`src/hdl/rfr_pkg.sv`:
```
package rfr_pkg;

  localparam int DEFAULT_STORE_DEPTH = 2048;
  localparam logic [7:0] PREAMBLE = 8'hD3;
  localparam logic [24:0] CRC_POLY = 25'h1864CFB;
  localparam logic [10:0] HDR_CRC_LEN = 11'd6;
  localparam logic [10:0] CRC_LEN = 11'd3;

  typedef enum logic [1:0] {
    ST_STORED = 2'd0,
    ST_FULL   = 2'd1,
    ST_POPPED = 2'd2,
    ST_NONE   = 2'd3
  } status_code_t;

  typedef enum logic [2:0] {
    OFS_ZERO,
    OFS_ONE,
    OFS_TWO,
    OFS_POP,
    OFS_RX
  } offs_sel_t;

  typedef enum logic [3:0] {
    S_IDLE,
    S_STEP,
    S_POP_RD,
    S_POP_USE,
    S_HUNT,
    S_SCAN_RD,
    S_SCAN_USE,
    S_H1_RD,
    S_H1_USE,
    S_H2_RD,
    S_H2_USE,
    S_CRC_RD,
    S_CRC_USE,
    S_RX_RD,
    S_RX_USE,
    S_CMP
  } state_t;

  typedef struct packed {
    logic [0:0] action;
    logic [7:0] in_byte;
  } in_item_t;

  typedef struct packed {
    logic [1:0]  status;
    logic [7:0]  out_byte;
    logic [0:0]  last_of_frame;
    logic [0:0]  frame_ready;
    logic [10:0] frame_length;
    logic [11:0] fill_level;
    logic [31:0] discarded_count;
    logic [31:0] crc_error_count;
    logic [31:0] frames_done;
    logic [31:0] frame_bytes_total;
  } out_item_t;

  typedef struct packed {
    logic         latch_in;
    logic         do_push;
    logic         pop_use;
    logic         set_offs;
    offs_sel_t    offs_sel;
    logic         offs_inc;
    logic         drop_hunt;
    logic         crc_clear;
    logic         crc_step;
    logic         set_len_hi;
    logic         set_len;
    logic         rx_shift;
    logic         accept_frame;
    logic         crc_fail;
    logic         set_status;
    status_code_t status;
    logic         out_load;
  } cmd_t;

  typedef struct packed {
    logic action;
    logic full;
    logic pending;
    logic held_zero;
    logic is_pre;
    logic held_lt3;
    logic held_lt_len;
    logic crc_last;
    logic rx_last;
    logic crc_match;
    logic out_valid;
  } stat_t;

  function automatic logic [23:0] crc_byte(logic [23:0] c, logic [7:0] d);
    logic [24:0] x;
    x = {1'b0, c ^ {d, 16'h0000}};
    for (int b = 0; b < 8; b++) begin
      x = {x[23:0], 1'b0};
      if (x[24]) begin
        x = x ^ CRC_POLY;
      end
    end
    return x[23:0];
  endfunction

endpackage

```
`src/hdl/rfr_ctrl.sv`:
```
module rfr_ctrl (
  input  logic           clk,
  input  logic           rst,
  input  logic           in_valid,
  output logic           in_stall,
  input  rfr_pkg::stat_t st,
  output rfr_pkg::cmd_t  cmd
);
  import rfr_pkg::*;

  state_t state, state_next;

  always_ff @(posedge clk) begin
    if (rst) begin
      state <= S_IDLE;
    end else begin
      state <= state_next;
    end
  end

  assign in_stall = !(state == S_IDLE && !st.out_valid);

  always_comb begin
    state_next = state;
    unique case (state)
      S_IDLE:     if (in_valid && !in_stall) state_next = S_STEP;
      S_STEP:     state_next = (st.action && st.pending) ? S_POP_RD : S_HUNT;
      S_POP_RD:   state_next = S_POP_USE;
      S_POP_USE:  state_next = S_HUNT;
      S_HUNT:     state_next = (st.pending || st.held_zero) ? S_IDLE : S_SCAN_RD;
      S_SCAN_RD:  state_next = S_SCAN_USE;
      S_SCAN_USE: begin
        if (!st.is_pre) state_next = S_HUNT;
        else if (st.held_lt3) state_next = S_IDLE;
        else state_next = S_H1_RD;
      end
      S_H1_RD:    state_next = S_H1_USE;
      S_H1_USE:   state_next = S_H2_RD;
      S_H2_RD:    state_next = S_H2_USE;
      S_H2_USE:   state_next = st.held_lt_len ? S_IDLE : S_CRC_RD;
      S_CRC_RD:   state_next = S_CRC_USE;
      S_CRC_USE:  state_next = st.crc_last ? S_RX_RD : S_CRC_RD;
      S_RX_RD:    state_next = S_RX_USE;
      S_RX_USE:   state_next = st.rx_last ? S_CMP : S_RX_RD;
      S_CMP:      state_next = S_HUNT;
      default:    state_next = S_IDLE;
    endcase
  end

  always_comb begin
    cmd = '0;
    cmd.offs_sel = OFS_ZERO;
    cmd.status = ST_STORED;
    unique case (state)
      S_IDLE: cmd.latch_in = in_valid && !in_stall;
      S_STEP: begin
        if (!st.action) begin
          cmd.set_status = 1'b1;
          cmd.status = st.full ? ST_FULL : ST_STORED;
          cmd.do_push = !st.full;
        end else if (!st.pending) begin
          cmd.set_status = 1'b1;
          cmd.status = ST_NONE;
        end else begin
          cmd.set_status = 1'b1;
          cmd.status = ST_POPPED;
          cmd.set_offs = 1'b1;
          cmd.offs_sel = OFS_POP;
        end
      end
      S_POP_RD: ;
      S_POP_USE: cmd.pop_use = 1'b1;
      S_HUNT: begin
        if (st.pending || st.held_zero) begin
          cmd.out_load = 1'b1;
        end else begin
          cmd.set_offs = 1'b1;
          cmd.offs_sel = OFS_ZERO;
        end
      end
      S_SCAN_RD: ;
      S_SCAN_USE: begin
        if (!st.is_pre) begin
          cmd.drop_hunt = 1'b1;
        end else if (st.held_lt3) begin
          cmd.out_load = 1'b1;
        end else begin
          cmd.set_offs = 1'b1;
          cmd.offs_sel = OFS_ONE;
        end
      end
      S_H1_RD: ;
      S_H1_USE: begin
        cmd.set_len_hi = 1'b1;
        cmd.set_offs = 1'b1;
        cmd.offs_sel = OFS_TWO;
      end
      S_H2_RD: ;
      S_H2_USE: begin
        cmd.set_len = 1'b1;
        if (st.held_lt_len) begin
          cmd.out_load = 1'b1;
        end else begin
          cmd.crc_clear = 1'b1;
          cmd.set_offs = 1'b1;
          cmd.offs_sel = OFS_ZERO;
        end
      end
      S_CRC_RD: ;
      S_CRC_USE: begin
        cmd.crc_step = 1'b1;
        cmd.offs_inc = 1'b1;
      end
      S_RX_RD: ;
      S_RX_USE: begin
        cmd.rx_shift = 1'b1;
        cmd.offs_inc = 1'b1;
      end
      S_CMP: begin
        cmd.accept_frame = st.crc_match;
        cmd.crc_fail = !st.crc_match;
      end
      default: ;
    endcase
  end

endmodule

```
`config.mk`:
```
export PLATFORM = sky130hd
export DESIGN_NAME = rfr_ctrl
export DESIGN_NICKNAME = d
export VERILOG_FILES = /design/src/hdl/rfr_pkg.sv /design/src/hdl/rfr_ctrl.sv
export SDC_FILE = /design/constraint.sdc
export NUM_CORES = 1
export LEC_CHECK = 0
export BUFFER_PORTS_ARGS = -buffer_cell sky130_fd_sc_hd__buf_2
export CAP_MARGIN = 20
export CORE_MARGIN = 2
export CORE_UTILIZATION = 41
export CTS_CLUSTER_SIZE = 10
export DETAILED_ROUTE_END_ITERATION = 12
export PLACE_DENSITY = 0.77
export SLEW_MARGIN = 15
export SYNTH_ARGS = -nofsm -noshare
export SYNTH_HDL_FRONTEND = slang
export SYNTH_SLANG_ARGS = --single-unit
```
`constraint.sdc`:
```
create_clock -name clk -period 1.8 [get_ports clk]
set_input_delay 0.09 -clock clk [delete_from_list [all_inputs] [get_ports clk]]
set_output_delay 0.09 -clock clk [all_outputs]
set_load 0.1 [all_outputs]
```
==> results.py, run 1 <==
metrics = {
    "timing": {
        "finalCritPeriodShare": 0.9830,
        "hold_viol": 0,
        "max_freq_mhz": 565.2,
        "fin_skew_ns": 0.0009799,
        "whs_ns": 0.05105,
        "fin_crit_ns": 1.769,
        "setup_violations": 0,
        "slew_viol_final": 0,
    },
    "drt": {
        "vias_per_cell": 6.098,
        "dr.pass1.iters": 4,
        "drtIter0Drc": 43,
        "ant_nets": 0,
        "drcViolationCount": 0,
        "detailroute.via_count": 811,
        "wl_um": 2535,
        "wl_per_cell_um": 19.06,
    },
    "grt": {
        "grtUsageTotal": 0.2881,
        "grt_pass1_wl_um": 3056,
        "antenna_found_initial": 0,
        "grt.met3_usage": 0.08696,
        "gr-total-overflow": 0,
        "use_met2": 0.5195,
        "use_met1": 0.3344,
        "grt_pass1_vias": 701,
        "grt_max_degree": 17,
        "top_usage_layer": "met2",
    },
    "place": {
        "hpwl_um": 1669,
        "numPortBuffers": 33,
        "place.gp.congestion": 0.8655,
        "dpl_cell_area_um2": 1169,
        "dpl.cell_count": 129,
    },
    "hold_path": {
        "min_from": "rst",
        "hp-class": "input port to flip-flop",
        "hold_depth": 2,
        "worstHoldEndpoint": "state[0]",
    },
    "power": {
        "swShare": 0.4607,
        "p_int_mw": 0.2417,
        "ir_worst_vdd_v": 0.0003171,
        "leakagePower_nw": 0.4868,
        "p_seq_frac": 0.212,
        "switchingPower_mw": 0.2065,
        "power_frac_comb": 0.511,
        "powerDensity_nw_per_um2": 370.9,
        "clock_power_share": 0.278,
    },
    "final_layout": {
        "n_fill_cell": 44,
        "diodes": 0,
        "final_common_cell": "buf_12",
        "final_cell_mix": "buf_12 (19), buf_2 (14), buf_4 (9)",
        "fin_cells": 133,
        "fin_area_um2": 1209,
        "area_growth_pct": 112.3,
        "largest_register_ff_count": 4,
        "top_regs": "state: 4 flops",
        "top_register": "state",
        "nets": 134,
        "layout-drive-gt1-share": 0.6102,
    },
    "critical_path": {
        "start_kind": "flip-flop",
        "required_ns": 1.71,
        "critPathKind": "flip-flop to output port",
        "crit_path_max_fanout": 7,
        "r2r_cells": 4,
        "end_kind": "output port",
        "cp.arrival_ns": 1.68,
        "r2r_start": "state[2]",
        "regToRegSetupSlack_ns": 0.34,
        "r2r_end": "state[0]",
    },
    "synthesis": {
        "syn_nets": 94,
        "ys_seq_area_frac": 0.1407,
        "avgSynthCellArea_um2": 7.116,
        "syn_area_um2": 569.3,
        "yosysWarnings": 0,
        "yosysTopAreaCell": "dfxtp_1",
        "synth_cell_types": 35,
        "ys_ff_latch": 4,
        "ys_top_cells_by_area": "dfxtp_1 (14%), nand2_1 (6.6%), nor2_1 (5.9%)",
        "syn_inst": 80,
        "synth_top_area_share": 0.1407,
    },
    "clocking": {
        "clock-sinks": 4,
        "clock-root-buffer": "clkbuf_4",
        "cts_buffer_depth": 2,
        "clk_pin_slew_ns": 0.04,
        "cts_hold_buf": 0,
        "clk_latency_ns": 0.25,
        "cts_made_buffers": 3,
        "cts_tree": "yes",
        "h-tree-depth": 1,
    },
    "status": {
        "status": "completed",
    },
    "floorplan": {
        "core_area_um2": 1301,
        "die_h_um": 41.26,
        "io_pins": 35,
        "start_util": 0.4375,
        "die_w_um": 41.26,
        "row_count": 13,
        "die_area_um2": 1702,
    },
    "flow_run": {
        "maxCapViolations": 0,
    },
}
-- critical path, stage by stage (launching register included) --
cell,delay [ns]
dfxtp_1,0.45
nor4b_4,0.33
buf_4,0.21
nor3b_4,0.23
buf_12,0.20
-- per-stage QoR --
step           TNS [ns]  worst slack (ns)  power (mW)  utilization
5_1_grt        -0.07314          -0.03265      0.4668       0.9288
3_3_place_gp          0            0.2778      0.3185       0.8981
6_report              0           0.03056      0.4482       0.9288
2_1_floorplan    -5.980           -0.9160      0.2385            -
3_5_place_dp          0            0.1856      0.3222       0.8981
4_1_cts               0           0.02286      0.4473       0.9183
-- metal layers --
metal / vias to the layer above / routed length, um
met5: - / 0
met4: 0 / 48
met3: 6 / 186
met2: 45 / 1370
met1: 392 / 930
li1: 368 / -
-- cell families after synthesis --
family	after synthesis	synth area share
simple gates	48	0.5121
compound gates	15	0.2000
buf+inv	10	0.1077
flops	4	0.1407
xor+xnor	1	0.01539
mux	1	0.01758
other cells	1	0.006587
-- layout make-up --
| cell class | instances | area [um2] | share of cell area |
|---|---|---|---|
| clock buffers | 3 | 22.52 | 0.01863 |
| well taps | 15 | 18.77 | 0.01553 |
| inverters | 3 | 11.26 | 0.009317 |
| flip-flops and latches | 4 | 88.84 | 0.07350 |
| multi-input cells | 66 | 549.3 | 0.4545 |
| repair buffers | 42 | 518.0 | 0.4286 |
-- Yosys cell counts --
cell type and count:
nor2b_1 1, inv_1 3, o21ai_0 2, buf_6 1
nor3_1 5, mux2i_1 1, a211o_1 1, nor2_1 9
a221oi_2 1, nor4b_2 1, nor3b_1 3, and4b_1 1
nand2b_1 5, a21oi_1 5, and3_4 1, o2111ai_1 1
a2111o_1 1, nand2_1 10, nor4_1 2, o31a_1 1
buf_2 1, dfxtp_1 4, nor4b_4 1, xnor2_1 1
nand4b_1 1, a31oi_1 1, a211oi_1 1, buf_4 4
and2_1 3, nand4_1 2, conb_1 1, clkbuf_1 1
a22oi_2 1, and4bb_2 1, nand3_1 2
-- power groups by stage --
stage	Combinational, mW	Sequential, mW	Clock (mW)
floorplan	0.143	0.0954	0
global placement	0.221	0.0974	0
detailed placement	0.224	0.0979	0
CTS	0.225	0.0951	0.127
global route	0.237	0.0950	0.134
finish	0.229	0.0948	0.124
-- worst max-delay path by stage --
stage / from / endpoint / slack, ns / cells past startpoint
2_1_floorplan: state[3] / cmd[18] / -0.92 / 3
3_3_place_gp: state[2] / cmd[0] / 0.28 / 4
3_5_place_dp: state[1] / cmd[16] / 0.19 / 5
4_1_cts: state[3] / cmd[16] / 0.02 / 5
5_1_grt: state[2] / cmd[16] / -0.03 / 5
6_report: state[0] / cmd[18] / 0.03 / 4
-- repair_timing --
item | 4_1_cts | 5_1_grt
gates resized for setup | 2 | 3
setup endpoints to repair | 2 | 3
pin swaps | 0 | 1
buffers inserted | 0 | 1
(Power assumes the default switching activity.)
==> inputs of run 2 (changes only) <==
==> constraint.sdc (replaced) <==
create_clock -name clk -period 1.73 [get_ports clk]
set_input_delay 0.0865 -clock clk [delete_from_list [all_inputs] [get_ports clk]]
set_output_delay 0.0865 -clock clk [all_outputs]
set_load 0.1 [all_outputs]
==> results.py, run 2 (synthesis gave the netlist of run 1 again) <==
metrics = {
    "status": {
        "status": "complete, but fails checks",
        "violations": "setup timing",
    },
    "critical_path": {
        "crit_path_max_fanout": 13,
        "critPathKind": "flip-flop to output port",
        "cp.arrival_ns": 1.66,
        "crit_buf_inv": 1,
        "cpMaxStageDelayCell": "dfxtp_4",
        "end_kind": "output port",
        "critPathTopFamily": "simple AND/OR/NAND/NOR gates",
        "cp_cell_sequence": "and2_1, nand4b_1, and3_4, nand2_2, buf_12",
        "start_kind": "flip-flop",
        "slowest_delay_ns": 0.44,
        "required_ns": 1.64,
    },
    "drt": {
        "detailroute.via_count": 864,
        "wl_um": 3031,
        "dr.pass1.iters": 4,
        "vias_per_cell": 6.545,
        "drtIter0Drc": 67,
        "drcViolationCount": 0,
        "wl_per_cell_um": 22.96,
        "ant_nets": 0,
    },
    "final_layout": {
        "fin_cells": 132,
        "n_fill_cell": 37,
        "area_growth_pct": 117.1,
        "largest_register_ff_count": 4,
        "final_cell_mix": "buf_12 (20), buf_2 (13), buf_4 (8)",
        "layout-drive-gt1-share": 0.6410,
        "diodes": 0,
        "nets": 133,
        "top_regs": "state: 4 flops",
        "top_register": "state",
        "final_common_cell": "buf_12",
        "fin_area_um2": 1236,
    },
    "floorplan": {
        "die_h_um": 41.26,
        "row_count": 13,
        "die_area_um2": 1702,
        "die_w_um": 41.26,
        "core_area_um2": 1301,
        "start_util": 0.4375,
        "io_pins": 35,
    },
    "power": {
        "ir_worst_vdd_v": 0.0002848,
        "powerDensity_nw_per_um2": 395.2,
        "leakagePower_nw": 0.4919,
    },
    "grt": {
        "grt_pass1_wl_um": 4236,
        "gr-total-overflow": 0,
        "grtUsageTotal": 0.3953,
        "grt_pass1_vias": 838,
        "grt_max_degree": 17,
        "antenna_found_initial": 0,
    },
    "clocking": {
        "clk_pin_slew_ns": 0.04,
        "clock-sinks": 4,
        "clk_latency_ns": 0.26,
        "clock-root-buffer": "clkbuf_4",
        "cts_hold_buf": 0,
        "h-tree-depth": 1,
        "cts_buffer_depth": 2,
        "cts_made_buffers": 3,
        "cts_tree": "yes",
    },
    "flow_run": {
        "maxCapViolations": 0,
    },
    "timing": {
        "hold_viol": 0,
        "setup_violations": 2,
        "fin_crit_ns": 1.742,
        "fin_ws_ns": -0.01151,
        "slew_viol_final": 0,
        "max_freq_mhz": 574.2,
        "fin_skew_ns": 0.0004864,
        "finalCritPeriodShare": 1.007,
    },
    "place": {
        "dpl_cell_area_um2": 1179,
        "hpwl_um": 1766,
        "dpl.cell_count": 128,
        "place.gp.congestion": 0.9309,
        "numPortBuffers": 33,
    },
    "hold_path": {
        "hp-class": "input port to flip-flop",
    },
}
-- run 2: cell count changes in the layout (fill, tap and decap cells not counted), sizes merged --
cell	before	now
buf	42	41
-- run 2: stage by stage --
step / setup WS (ns) / setup TNS [ns] / hold WS (ns) / util / power, mW
2_1_floorplan: -0.9825 / -6.542 / 0.1527 / - / 0.2497
3_3_place_gp: 0.1950 / 0 / 0.3077 / 0.9058 / 0.3411
3_5_place_dp: 0.1223 / 0 / 0.3132 / 0.9058 / 0.3466
4_1_cts: 0.01901 / 0 / 0.04783 / 0.9337 / 0.4731
5_1_grt: -0.08469 / -0.1512 / 0.04262 / 0.9500 / 0.4982
6_report: -0.01151 / -0.01726 / 0.03312 / 0.9500 / 0.4886
-- run 2: final timing paths --
path	start	end	slack, ns	cells past startpoint
max reg2reg	state[3]	state[2]	0.23	5
max	state[1]	cmd[16]	-0.01	5
min reg2reg	state[1]	state[3]	0.58	1
min	rst	state[0]	0.03	2
-- run 2: routing by layer --
metal	routed length (um)	global-route usage	vias up
li1	-	-	365
met1	1029	0.4419	396
met2	1589	0.6758	83
met3	283	0.1196	20
met4	129	0.1855	0
met5	0	0	-
-- run 2: final cells by class --
type	count	area [um2]	share of cell area
clock buffer	3	22.52	0.01822
inverter	3	11.26	0.009109
multi-input combinational	66	568.0	0.4595
sequential	4	90.09	0.07287
tap	15	18.77	0.01518
timing repair buffer	41	525.5	0.4251
-- run 2: report_power, final --
group,switching (mW),internal (mW),total (mW)
registers,0.00768,0.0929,0.101
logic,0.165,0.0890,0.254
clock network,0.0552,0.0787,0.134
total,0.228,0.261,0.489
-- run 2: what timing repair did --
action                                  in CTS  in global routing
endpoints found under the setup margin       8                  3
resized for setup                            6                  3
pin swaps                                    0                  1
buffers inserted                             0                  1
